**config.mk**
```make
export PLATFORM = sky130hd
export DESIGN_NAME = lru_key_value_cache
export DESIGN_NICKNAME = d
export VERILOG_FILES = /design/src/rtl/core/lrukv_pkg.sv /design/src/rtl/core/lrukv_entry_ram.sv /design/src/rtl/core/lru_key_value_cache.sv
export SDC_FILE = /design/constraint.sdc
export NUM_CORES = 2
export LEC_CHECK = 0
export ABC_AREA = 1
export BUFFER_PORTS_ARGS = -buffer_cell sky130_fd_sc_hd__clkbuf_2
export CAP_MARGIN = 20
export CORE_MARGIN = 2
export CORE_UTILIZATION = 36
export CTS_CLUSTER_DIAMETER = 150
export DETAILED_ROUTE_END_ITERATION = 10
export GPL_ROUTABILITY_DRIVEN = 0
export GPL_TIMING_DRIVEN = 1
export PLACE_DENSITY = 0.48
export SYNTH_ARGS = -nofsm -noshare
export SYNTH_HDL_FRONTEND = slang
export SYNTH_SLANG_ARGS = --single-unit
```
**constraint.sdc**
```tcl
create_clock -name clock -period 6 [get_ports clock]
set_input_delay 0.3 -clock clock [delete_from_list [all_inputs] [get_ports clock]]
set_output_delay 0.3 -clock clock [all_outputs]
set_load 0.02 [all_outputs]
```
**src/rtl/core/lrukv_pkg.sv**
```systemverilog
package lrukv_pkg;

   localparam int DEFAULT_MAX_ENTRIES = 16;

   localparam int DATA_WIDTH     = 32;
   localparam int CAPACITY_WIDTH = 5;

   localparam logic [CAPACITY_WIDTH-1:0] CAPACITY_RESET = 5'd16;

   // operation codes carried on func
   localparam logic FUNC_GET = 1'b0;
   localparam logic FUNC_PUT = 1'b1;

   // read_value of a get that misses
   localparam logic [DATA_WIDTH-1:0] MISS_VALUE = 32'hFFFF_FFFF;
   // read_value of every put
   localparam logic [DATA_WIDTH-1:0] PUT_VALUE  = 32'h0000_0000;

endpackage

```
**src/rtl/core/lrukv_entry_ram.sv**
```systemverilog
module lrukv_entry_ram
   import lrukv_pkg::*;
#(
   parameter int DEPTH  = DEFAULT_MAX_ENTRIES,
   parameter int ADDR_W = 4,
   parameter int WIDTH  = 68
) (
   input  logic              clock,
   input  logic              wr_en,
   input  logic [ADDR_W-1:0] wr_addr,
   input  logic [WIDTH-1:0]  wr_data,
   input  logic [ADDR_W-1:0] rd_addr,
   output logic [WIDTH-1:0]  rd_data
);

   logic [WIDTH-1:0] mem_ff [DEPTH];
   logic [WIDTH-1:0] rd_data_ff;

   always_ff @(posedge clock) begin
      if (wr_en) begin
         mem_ff[wr_addr] <= wr_data;
      end
      rd_data_ff <= mem_ff[rd_addr];
   end

   assign rd_data = rd_data_ff;

endmodule

```
**src/rtl/core/lru_key_value_cache.sv**
```systemverilog
// Fully associative key-value cache with least-recently-used replacement.
// Each item is a get (func 0) or a put (func 1). A get that hits returns the
// stored value with found=1 and makes the entry the most recent; a miss returns
// found=0 and read_value all ones. A put returns found (key already present)
// and read_value 0; it overwrites on a hit, otherwise inserts the pair as the
// most recent entry, evicting the least recent one once capacity entries are
// held. Writing the capacity register (0 acts as 1, above MAX_ENTRIES acts as
// MAX_ENTRIES) empties the table; write it only while the cache is idle.
// Timing: one entry RAM (key, value, rank) is swept one slot per cycle by a
// single compare unit. Each item runs a lookup sweep, a decision state, a
// rank/write-back sweep (skipped by a get miss), result load and idle before
// the next item is accepted. req_stall is high while an item is in work.
// The result sits in an output register, so the next item is taken while it
// waits on rsp_stall. No clearing pass: per-slot valid bits reset at once.
module lru_key_value_cache
   import lrukv_pkg::*;
#(
   parameter int MAX_ENTRIES = DEFAULT_MAX_ENTRIES
) (
   input  logic                      clock,
   input  logic                      reset,
   // request channel
   input  logic                      req_valid,
   output logic                      req_stall,
   input  logic                      req_func,
   input  logic signed [DATA_WIDTH-1:0] req_key,
   input  logic signed [DATA_WIDTH-1:0] req_value,
   // response channel
   output logic                      rsp_valid,
   input  logic                      rsp_stall,
   output logic                      rsp_found,
   output logic signed [DATA_WIDTH-1:0] rsp_read_value,
   // capacity register
   input  logic                      csr_wr_en,
   input  logic [CAPACITY_WIDTH-1:0] csr_wr_data
);

   localparam int IDX_W   = (MAX_ENTRIES > 1) ? $clog2(MAX_ENTRIES) : 1;
   localparam int CNT_W   = $clog2(MAX_ENTRIES + 1);
   localparam int RANK_W  = IDX_W;
   localparam int ENTRY_W = 2 * DATA_WIDTH + RANK_W;
   localparam int CMP_W   = (CNT_W > CAPACITY_WIDTH) ? CNT_W : CAPACITY_WIDTH;

   localparam logic [CNT_W-1:0] LAST_CNT = CNT_W'(MAX_ENTRIES);
   localparam logic [CMP_W-1:0] MAX_CAP  = CMP_W'(MAX_ENTRIES);

   // sequencer states
   localparam logic [2:0] ST_IDLE   = 3'd0;
   localparam logic [2:0] ST_SCAN   = 3'd1;
   localparam logic [2:0] ST_DECIDE = 3'd2;
   localparam logic [2:0] ST_UPDATE = 3'd3;
   localparam logic [2:0] ST_RESP   = 3'd4;

   logic [2:0]                state_ff, state_in;
   logic [CNT_W-1:0]          cnt_ff, cnt_in;

   // item being worked on
   logic                      func_ff, func_in;
   logic [DATA_WIDTH-1:0]     key_ff, key_in;
   logic [DATA_WIDTH-1:0]     value_ff, value_in;

   // table state
   logic [CAPACITY_WIDTH-1:0] capacity_ff, capacity_in;
   logic [MAX_ENTRIES-1:0]    valid_ff, valid_in;
   logic [CNT_W-1:0]          count_ff, count_in;

   // lookup sweep results
   logic                      hit_ff, hit_in;
   logic [IDX_W-1:0]          hit_slot_ff, hit_slot_in;
   logic [RANK_W-1:0]         hit_rank_ff, hit_rank_in;
   logic [DATA_WIDTH-1:0]     hit_value_ff, hit_value_in;
   logic                      free_found_ff, free_found_in;
   logic [IDX_W-1:0]          free_slot_ff, free_slot_in;
   logic                      lru_found_ff, lru_found_in;
   logic [IDX_W-1:0]          lru_slot_ff, lru_slot_in;
   logic [RANK_W-1:0]         lru_rank_ff, lru_rank_in;

   // slot that becomes most recent during the write-back sweep
   logic [IDX_W-1:0]          tgt_slot_ff, tgt_slot_in;

   // pending result and output register
   logic                      pend_found_ff, pend_found_in;
   logic [DATA_WIDTH-1:0]     pend_value_ff, pend_value_in;
   logic                      rsp_valid_ff, rsp_valid_in;
   logic                      rsp_found_ff, rsp_found_in;
   logic [DATA_WIDTH-1:0]     rsp_value_ff, rsp_value_in;

   // entry RAM port
   logic                      ram_wr_en;
   logic [IDX_W-1:0]          ram_wr_addr;
   logic [ENTRY_W-1:0]        ram_wr_data;
   logic [IDX_W-1:0]          ram_rd_addr;
   logic [ENTRY_W-1:0]        ram_rd_data;

   // slot whose read data is on ram_rd_data this cycle
   logic [CNT_W-1:0]          proc_cnt;
   logic [IDX_W-1:0]          proc_idx;
   logic [DATA_WIDTH-1:0]     e_key;
   logic [DATA_WIDTH-1:0]     e_value;
   logic [RANK_W-1:0]         e_rank;
   logic                      e_valid;

   logic [CMP_W-1:0]          cap_ext;
   logic [CMP_W-1:0]          eff_cap;
   logic                      table_full;
   logic                      req_take;
   logic                      rsp_free;
   logic                      bump;

   lrukv_entry_ram #(
      .DEPTH  (MAX_ENTRIES),
      .ADDR_W (IDX_W),
      .WIDTH  (ENTRY_W)
   ) u_entry_ram (
      .clock   (clock),
      .wr_en   (ram_wr_en),
      .wr_addr (ram_wr_addr),
      .wr_data (ram_wr_data),
      .rd_addr (ram_rd_addr),
      .rd_data (ram_rd_data)
   );

   assign req_take = req_valid && (state_ff == ST_IDLE);
   assign rsp_free = !rsp_valid_ff || !rsp_stall;

   // clamp capacity into 1..MAX_ENTRIES
   assign cap_ext    = CMP_W'(capacity_ff);
   assign eff_cap    = (cap_ext == '0) ? CMP_W'(1) :
                       ((cap_ext > MAX_CAP) ? MAX_CAP : cap_ext);
   assign table_full = CMP_W'(count_ff) >= eff_cap;

   // sweep: address cnt is read, slot cnt-1 is processed
   assign ram_rd_addr = (cnt_ff < LAST_CNT) ? cnt_ff[IDX_W-1:0] : '0;
   assign proc_cnt    = cnt_ff - CNT_W'(1);
   assign proc_idx    = proc_cnt[IDX_W-1:0];
   assign e_key       = ram_rd_data[ENTRY_W-1 -: DATA_WIDTH];
   assign e_value     = ram_rd_data[RANK_W +: DATA_WIDTH];
   assign e_rank      = ram_rd_data[RANK_W-1:0];
   assign e_valid     = valid_ff[proc_idx];

   // promote: younger entries age; insert: every valid entry ages
   assign bump = e_valid && (!hit_ff || (e_rank < hit_rank_ff));

   always_comb begin
      state_in      = state_ff;
      cnt_in        = cnt_ff;
      func_in       = func_ff;
      key_in        = key_ff;
      value_in      = value_ff;
      capacity_in   = capacity_ff;
      valid_in      = valid_ff;
      count_in      = count_ff;
      hit_in        = hit_ff;
      hit_slot_in   = hit_slot_ff;
      hit_rank_in   = hit_rank_ff;
      hit_value_in  = hit_value_ff;
      free_found_in = free_found_ff;
      free_slot_in  = free_slot_ff;
      lru_found_in  = lru_found_ff;
      lru_slot_in   = lru_slot_ff;
      lru_rank_in   = lru_rank_ff;
      tgt_slot_in   = tgt_slot_ff;
      pend_found_in = pend_found_ff;
      pend_value_in = pend_value_ff;
      rsp_found_in  = rsp_found_ff;
      rsp_value_in  = rsp_value_ff;
      rsp_valid_in  = rsp_valid_ff && rsp_stall;
      ram_wr_en     = 1'b0;
      ram_wr_addr   = proc_idx;
      ram_wr_data   = ram_rd_data;

      case (state_ff)
         ST_IDLE: begin
            if (req_take) begin
               func_in       = req_func;
               key_in        = req_key;
               value_in      = req_value;
               hit_in        = 1'b0;
               free_found_in = 1'b0;
               lru_found_in  = 1'b0;
               cnt_in        = '0;
               state_in      = ST_SCAN;
            end
         end

         ST_SCAN: begin
            cnt_in = cnt_ff + CNT_W'(1);
            if (cnt_ff != '0) begin
               // first valid match wins
               if (e_valid && (e_key == key_ff) && !hit_ff) begin
                  hit_in       = 1'b1;
                  hit_slot_in  = proc_idx;
                  hit_rank_in  = e_rank;
                  hit_value_in = e_value;
               end
               // lowest free slot
               if (!e_valid && !free_found_ff) begin
                  free_found_in = 1'b1;
                  free_slot_in  = proc_idx;
               end
               // oldest valid entry
               if (e_valid && (!lru_found_ff || (e_rank > lru_rank_ff))) begin
                  lru_found_in = 1'b1;
                  lru_slot_in  = proc_idx;
                  lru_rank_in  = e_rank;
               end
            end
            if (cnt_ff == LAST_CNT) begin
               state_in = ST_DECIDE;
            end
         end

         ST_DECIDE: begin
            cnt_in        = '0;
            pend_found_in = hit_ff;
            state_in      = ST_UPDATE;
            if (func_ff == FUNC_GET) begin
               pend_value_in = hit_ff ? hit_value_ff : MISS_VALUE;
               tgt_slot_in   = hit_slot_ff;
               if (!hit_ff) begin
                  state_in = ST_RESP;
               end
            end else begin
               pend_value_in = PUT_VALUE;
               if (hit_ff) begin
                  tgt_slot_in = hit_slot_ff;
               end else if (table_full && lru_found_ff) begin
                  // evicted slot is reused, count unchanged
                  tgt_slot_in = lru_slot_ff;
               end else begin
                  tgt_slot_in             = free_slot_ff;
                  valid_in[free_slot_ff]  = 1'b1;
                  count_in                = count_ff + CNT_W'(1);
               end
            end
         end

         ST_UPDATE: begin
            cnt_in = cnt_ff + CNT_W'(1);
            if (cnt_ff != '0) begin
               ram_wr_en = 1'b1;
               if (proc_idx == tgt_slot_ff) begin
                  ram_wr_data = {key_ff,
                                 (func_ff == FUNC_PUT) ? value_ff : e_value,
                                 RANK_W'(0)};
               end else begin
                  ram_wr_data = {e_key, e_value, e_rank + RANK_W'(bump)};
               end
            end
            if (cnt_ff == LAST_CNT) begin
               state_in = ST_RESP;
            end
         end

         ST_RESP: begin
            if (rsp_free) begin
               rsp_valid_in = 1'b1;
               rsp_found_in = pend_found_ff;
               rsp_value_in = pend_value_ff;
               state_in     = ST_IDLE;
            end
         end

         default: begin
            state_in = ST_IDLE;
         end
      endcase

      // capacity write empties the table
      if (csr_wr_en) begin
         capacity_in = csr_wr_data;
         valid_in    = '0;
         count_in    = '0;
      end
   end

   always_ff @(posedge clock) begin
      if (reset) begin
         state_ff     <= ST_IDLE;
         capacity_ff  <= CAPACITY_RESET;
         valid_ff     <= '0;
         count_ff     <= '0;
         rsp_valid_ff <= 1'b0;
      end else begin
         state_ff     <= state_in;
         capacity_ff  <= capacity_in;
         valid_ff     <= valid_in;
         count_ff     <= count_in;
         rsp_valid_ff <= rsp_valid_in;
      end
   end

   always_ff @(posedge clock) begin
      cnt_ff        <= cnt_in;
      func_ff       <= func_in;
      key_ff        <= key_in;
      value_ff      <= value_in;
      hit_ff        <= hit_in;
      hit_slot_ff   <= hit_slot_in;
      hit_rank_ff   <= hit_rank_in;
      hit_value_ff  <= hit_value_in;
      free_found_ff <= free_found_in;
      free_slot_ff  <= free_slot_in;
      lru_found_ff  <= lru_found_in;
      lru_slot_ff   <= lru_slot_in;
      lru_rank_ff   <= lru_rank_in;
      tgt_slot_ff   <= tgt_slot_in;
      pend_found_ff <= pend_found_in;
      pend_value_ff <= pend_value_in;
      rsp_found_ff  <= rsp_found_in;
      rsp_value_ff  <= rsp_value_in;
   end

   assign req_stall      = (state_ff != ST_IDLE);
   assign rsp_valid      = rsp_valid_ff;
   assign rsp_found      = rsp_found_ff;
   assign rsp_read_value = rsp_value_ff;

endmodule

```
==> flow_metrics.env <==
export IMPL_synth_edf_count=1283
export IMPL_routed_length_per_instance_um=24.5
export IMPL_totalWireLength_um=158000
export IMPL_irDropWorstVdd_mv=0.434
export IMPL_power_per_cell_area_nw_per_um2=484
export IMPL_grt_pass1_vias=33200
export IMPL_min_path_type="input pin to register"
export IMPL_dr_wl_met3_um=8090
export IMPL_fin_setup_tns_ns=0
export IMPL_critical_path_class="register to register"
export IMPL_synth_simple_area_share_pct=12.1
export IMPL_clock_pin_slew_on_the_worst_setup_and_hold_paths_ns=0.06
export IMPL_cts_htree_levels=4
export IMPL_postSynthCellCount=4151
export IMPL_fmaxAchievable_mhz=252
export IMPL_design_die_area_um2=155000
export IMPL_synth_lib_cells_used_distinct=37
export IMPL_globalRouteTotalUtil_pct=20.1
export IMPL_slew_headroom_pct=25.2
export IMPL_post_dp_hpwl_um=76700
export IMPL_setup_violations_final=0
export IMPL_finalCriticalPeriod_ns=3.97
export IMPL_share_comb_of_total_power_pct=28.5
export IMPL_placeableCoreArea_um2=150000
export IMPL_synth_adder_area_share_pct=0.481
export IMPL_grt_max_degree=175
export IMPL_worst_path_max_fanout=62
export IMPL_cp_required_ns=6.44
export IMPL_clockBufferDepth=3
export IMPL_hold_viol_final=0
export IMPL_drcViolationCount=0
export IMPL_hold_depth=7
export IMPL_r2r_slack_ns=2.03
export IMPL_timing_critical_path_arrival_ns=4.41
export IMPL_mapped_avg_cell_area_um2=13.2
export IMPL_numPortBuffers=109
export IMPL_switching_share_pct=35.3
export IMPL_design_power_total_mw=30.4
export IMPL_p_switching_mw=10.7
export IMPL_numCtsBuffers=149
export IMPL_layout_area_overhead_vs_synth_pct=15.0
export IMPL_ys_warn_count=0
export IMPL_share_of_async_settable_or_async_resettable_flops_after_synthesis_pct=0
export IMPL_clock_sink_count=1381
export IMPL_synth_main_ff_cell="sky130_fd_sc_hd__edfxtp_1"
export IMPL_pwr_share_seq_pct=42.9
export IMPL_min_delay_worst_endpoint="state_ff[2]"
export IMPL_result_of_the_run="finished clean"
export IMPL_synth_compound_area_share_pct=9.85
export IMPL_firstDrtPassIters=8
export IMPL_route_met2_wl_um=73100
export IMPL_cts_root_buffer="sky130_fd_sc_hd__clkbuf_16"
export IMPL_static_leak_nw=21.2
export IMPL_final_max_slew_viol_count=0
export IMPL_top_level_ports=110
export IMPL_post_route_fraction_of_the_period_consumed_by_the_critical_path_pct=66.1
export IMPL_yosys_area_share_xor_xnor_pct=0.238
export IMPL_critical_path_reg2reg_startpoint="cnt_ff[1]"
export IMPL_initialDrtViolationCount=3370
export IMPL_main_combinational_cell_family_by_area_after_synthesis="simple AND/OR/NAND/NOR gates"
export IMPL_synth_nets=4247
export IMPL_setup_worst_path_start_class="register"
export IMPL_rsz0062_at_grt="false"
export IMPL_avgViaCountPerCell=5.23
export IMPL_post_route_cells_drive_above_1_share_pct=14.3
export IMPL_ant_nets=0
export IMPL_met1_length_um=73500
export IMPL_grt_antenna_before_repair=0
export IMPL_mux_cell_area_share_after_synthesis_pct=0.0183
export IMPL_seq_area_frac_synth_pct=74.1
export IMPL_post_cts_setup_buffers=0
export IMPL_nFillCells=14000
export IMPL_worst_slew_pin_slew_ns=1.12
export IMPL_power_frac_clock_pct=28.6
export IMPL_placementRows=142
export IMPL_max_cap_viols=0
export IMPL_dr_total_vias=33800
export IMPL_num_antenna_cells=0
export IMPL_synth_seq_cells=1381
export IMPL_worstHoldStart="req_valid"
export IMPL_rr_endpoint="u_entry_ram.mem_ff[8][3]"
export IMPL_clkLatencyLatePin_ns=0.80
export IMPL_end_kind="register"
export IMPL_grt_pass1_wl_um=231000
export IMPL_initial_core_util_pct=36.3
export IMPL_post_synth_instance_area_um2=54600
export IMPL_worst_case_reg_to_reg_path_depth=10
export IMPL_nets=4413
export IMPL_grt_overflow_total=0
export IMPL_floorplan_die_width_um=394
export IMPL_fp_dieH_um=394
export IMPL_worst_clock_skew_ns=0.0237
export IMPL_intPower_mw=19.7
export IMPL_cts_tree="done"
export IMPL_cts_resized_gates=0
export IMPL_highest_layer="met4"
[placed cells by master, fill, tap and decap left out, drive strengths merged, types with 4 or more instances in the layout]
cell / Yosys / routed
o21ai: 321 / 321
clkinv: 0 / 52
o211ai: 409 / 409
nand4: 51 / 51
nand2: 422 / 422
dfxtp: 98 / 98
edfxtp: 1283 / 1283
ha: 21 / 21
nor2: 632 / 632
o31ai: 68 / 68
a21oi: 35 / 35
clkbuf: 122 / 323
or2: 204 / 204
inv: 138 / 143
xor2: 4 / 4
xnor2: 10 / 10
buf: 134 / 79
dlygate4sd3: 0 / 83
nand3: 188 / 188
[worst max-delay path by stage]
stage,startpoint,to,slack [ns],cells after the start
floorplan,cnt_ff[0],u_entry_ram.mem_ff[0][0],1.17,9
global placement,cnt_ff[1],u_entry_ram.mem_ff[3][1],2.10,10
detailed placement,cnt_ff[1],u_entry_ram.mem_ff[1][1],2.14,10
CTS,cnt_ff[1],u_entry_ram.mem_ff[8][3],2.10,10
global route,cnt_ff[1],u_entry_ram.mem_ff[8][3],1.83,16
finish,cnt_ff[1],u_entry_ram.mem_ff[8][3],2.03,10
[flip-flops by register name, indices dropped and copies added (netlist names), 3 cells and up]
name,cells
hit_slot_ff,4
tgt_slot_ff,4
count_ff,5
lru_rank_ff,4
state_ff,3
rsp_read_value,32
value_ff,32
valid_ff,16
cap_ext,5
free_slot_ff,4
pend_value_ff,32
lru_slot_ff,4
hit_value_ff,32
hit_rank_ff,4
cnt_ff,5
u_entry_ram.mem_ff,1088
key_ff,32
u_entry_ram.rd_data,68
[stage by stage]
stage / utilization (%) / hold slack, ns / area (um^2) / instances / worst slack (ns)
floorplan: - / 0.369 / 54600 / 4151 / 1.17
global placement: 38.2 / 0.403 / 57400 / 6098 / 2.10
detailed placement: 38.2 / 0.406 / 57400 / 6098 / 2.14
CTS: 41.8 / 0.00721 / 62800 / 6456 / 2.10
global route: 41.8 / 0.101 / 62800 / 6457 / 1.83
finish: 41.8 / 0.0664 / 62800 / 6457 / 2.03
[timing repair]
item | CTS | global route
endpoints found under the hold margin | 74 | 0
hold buffers | 83 | 0
setup endpoints to repair | 0 | 0
[cells in the mapped netlist (29+ instances only)]
cell,number,area [um^2]
sky130_fd_sc_hd__clkbuf_1,119,447
sky130_fd_sc_hd__nand2_1,416,1560
sky130_fd_sc_hd__nand3_1,187,936
sky130_fd_sc_hd__nor2_1,629,2360
sky130_fd_sc_hd__o211ai_1,409,3070
sky130_fd_sc_hd__or2_2,204,1280
sky130_fd_sc_hd__dfxtp_1,98,1960
sky130_fd_sc_hd__a21oi_1,35,175
sky130_fd_sc_hd__edfxtp_1,1283,38500
sky130_fd_sc_hd__o21ai_1,29,145
sky130_fd_sc_hd__nand4_1,51,319
sky130_fd_sc_hd__o21ai_0,292,1460
sky130_fd_sc_hd__o31ai_1,68,510
sky130_fd_sc_hd__buf_2,85,425
sky130_fd_sc_hd__inv_1,129,484
[critical path, stage by stage, from the launching register on]
cell                       delay (ns)
sky130_fd_sc_hd__edfxtp_1        0.54
sky130_fd_sc_hd__inv_1           0.18
sky130_fd_sc_hd__nand3_1         0.12
sky130_fd_sc_hd__nand2_1         0.07
sky130_fd_sc_hd__nand2_2         0.15
sky130_fd_sc_hd__inv_2           0.08
sky130_fd_sc_hd__nand2_2         0.08
sky130_fd_sc_hd__nand2_4         0.38
sky130_fd_sc_hd__nand2_4         0.87
sky130_fd_sc_hd__inv_2           0.25
sky130_fd_sc_hd__nor2_1          0.87
[power by group through the flow]
stage | combinational (mW) | sequential, mW | clock [mW]
detailed placement | 8.63 | 13.2 | 0
global placement | 8.58 | 13.2 | 0
CTS | 8.71 | 13.0 | 8.90
global route | 9.56 | 13.1 | 9.26
floorplan | 5.63 | 13.1 | 0
finish | 8.66 | 13.0 | 8.70
[logic make-up (layout without fill, tap and decap cells)]
logic type / after synthesis / count (layout)
buffers and inverters: 394 / 684
xor gates and xnor gates: 14 / 14
muxes: 1 / 1
DFF: 1381 / 1381
AOI/OAI and AO/OA: 836 / 836
adders and majority gates: 21 / 21
and+or+nand+nor: 1504 / 1504
[metal layers]
| metal | GRT usage (%) | vias up |
|---|---|---|
| met1 | 29.0 | 17100 |
| met4 | 5.54 | 0 |
| li1 | - | 15500 |
| met5 | 0 | - |
| met2 | 31.9 | 921 |
| met3 | 2.79 | 209 |
[area by class of cell]
class                   count  area (um^2)  area share, %
clock buffers             214         4060           6.47
clock inverters            61          523          0.833
inverters                 138          546          0.869
multi-input cells        2376        12600           20.0
flip-flops and latches   1381        40500           64.5
well taps                2016         2520           4.02
repair buffers            271         2110           3.36
Power figures use the tool's default switching activity.
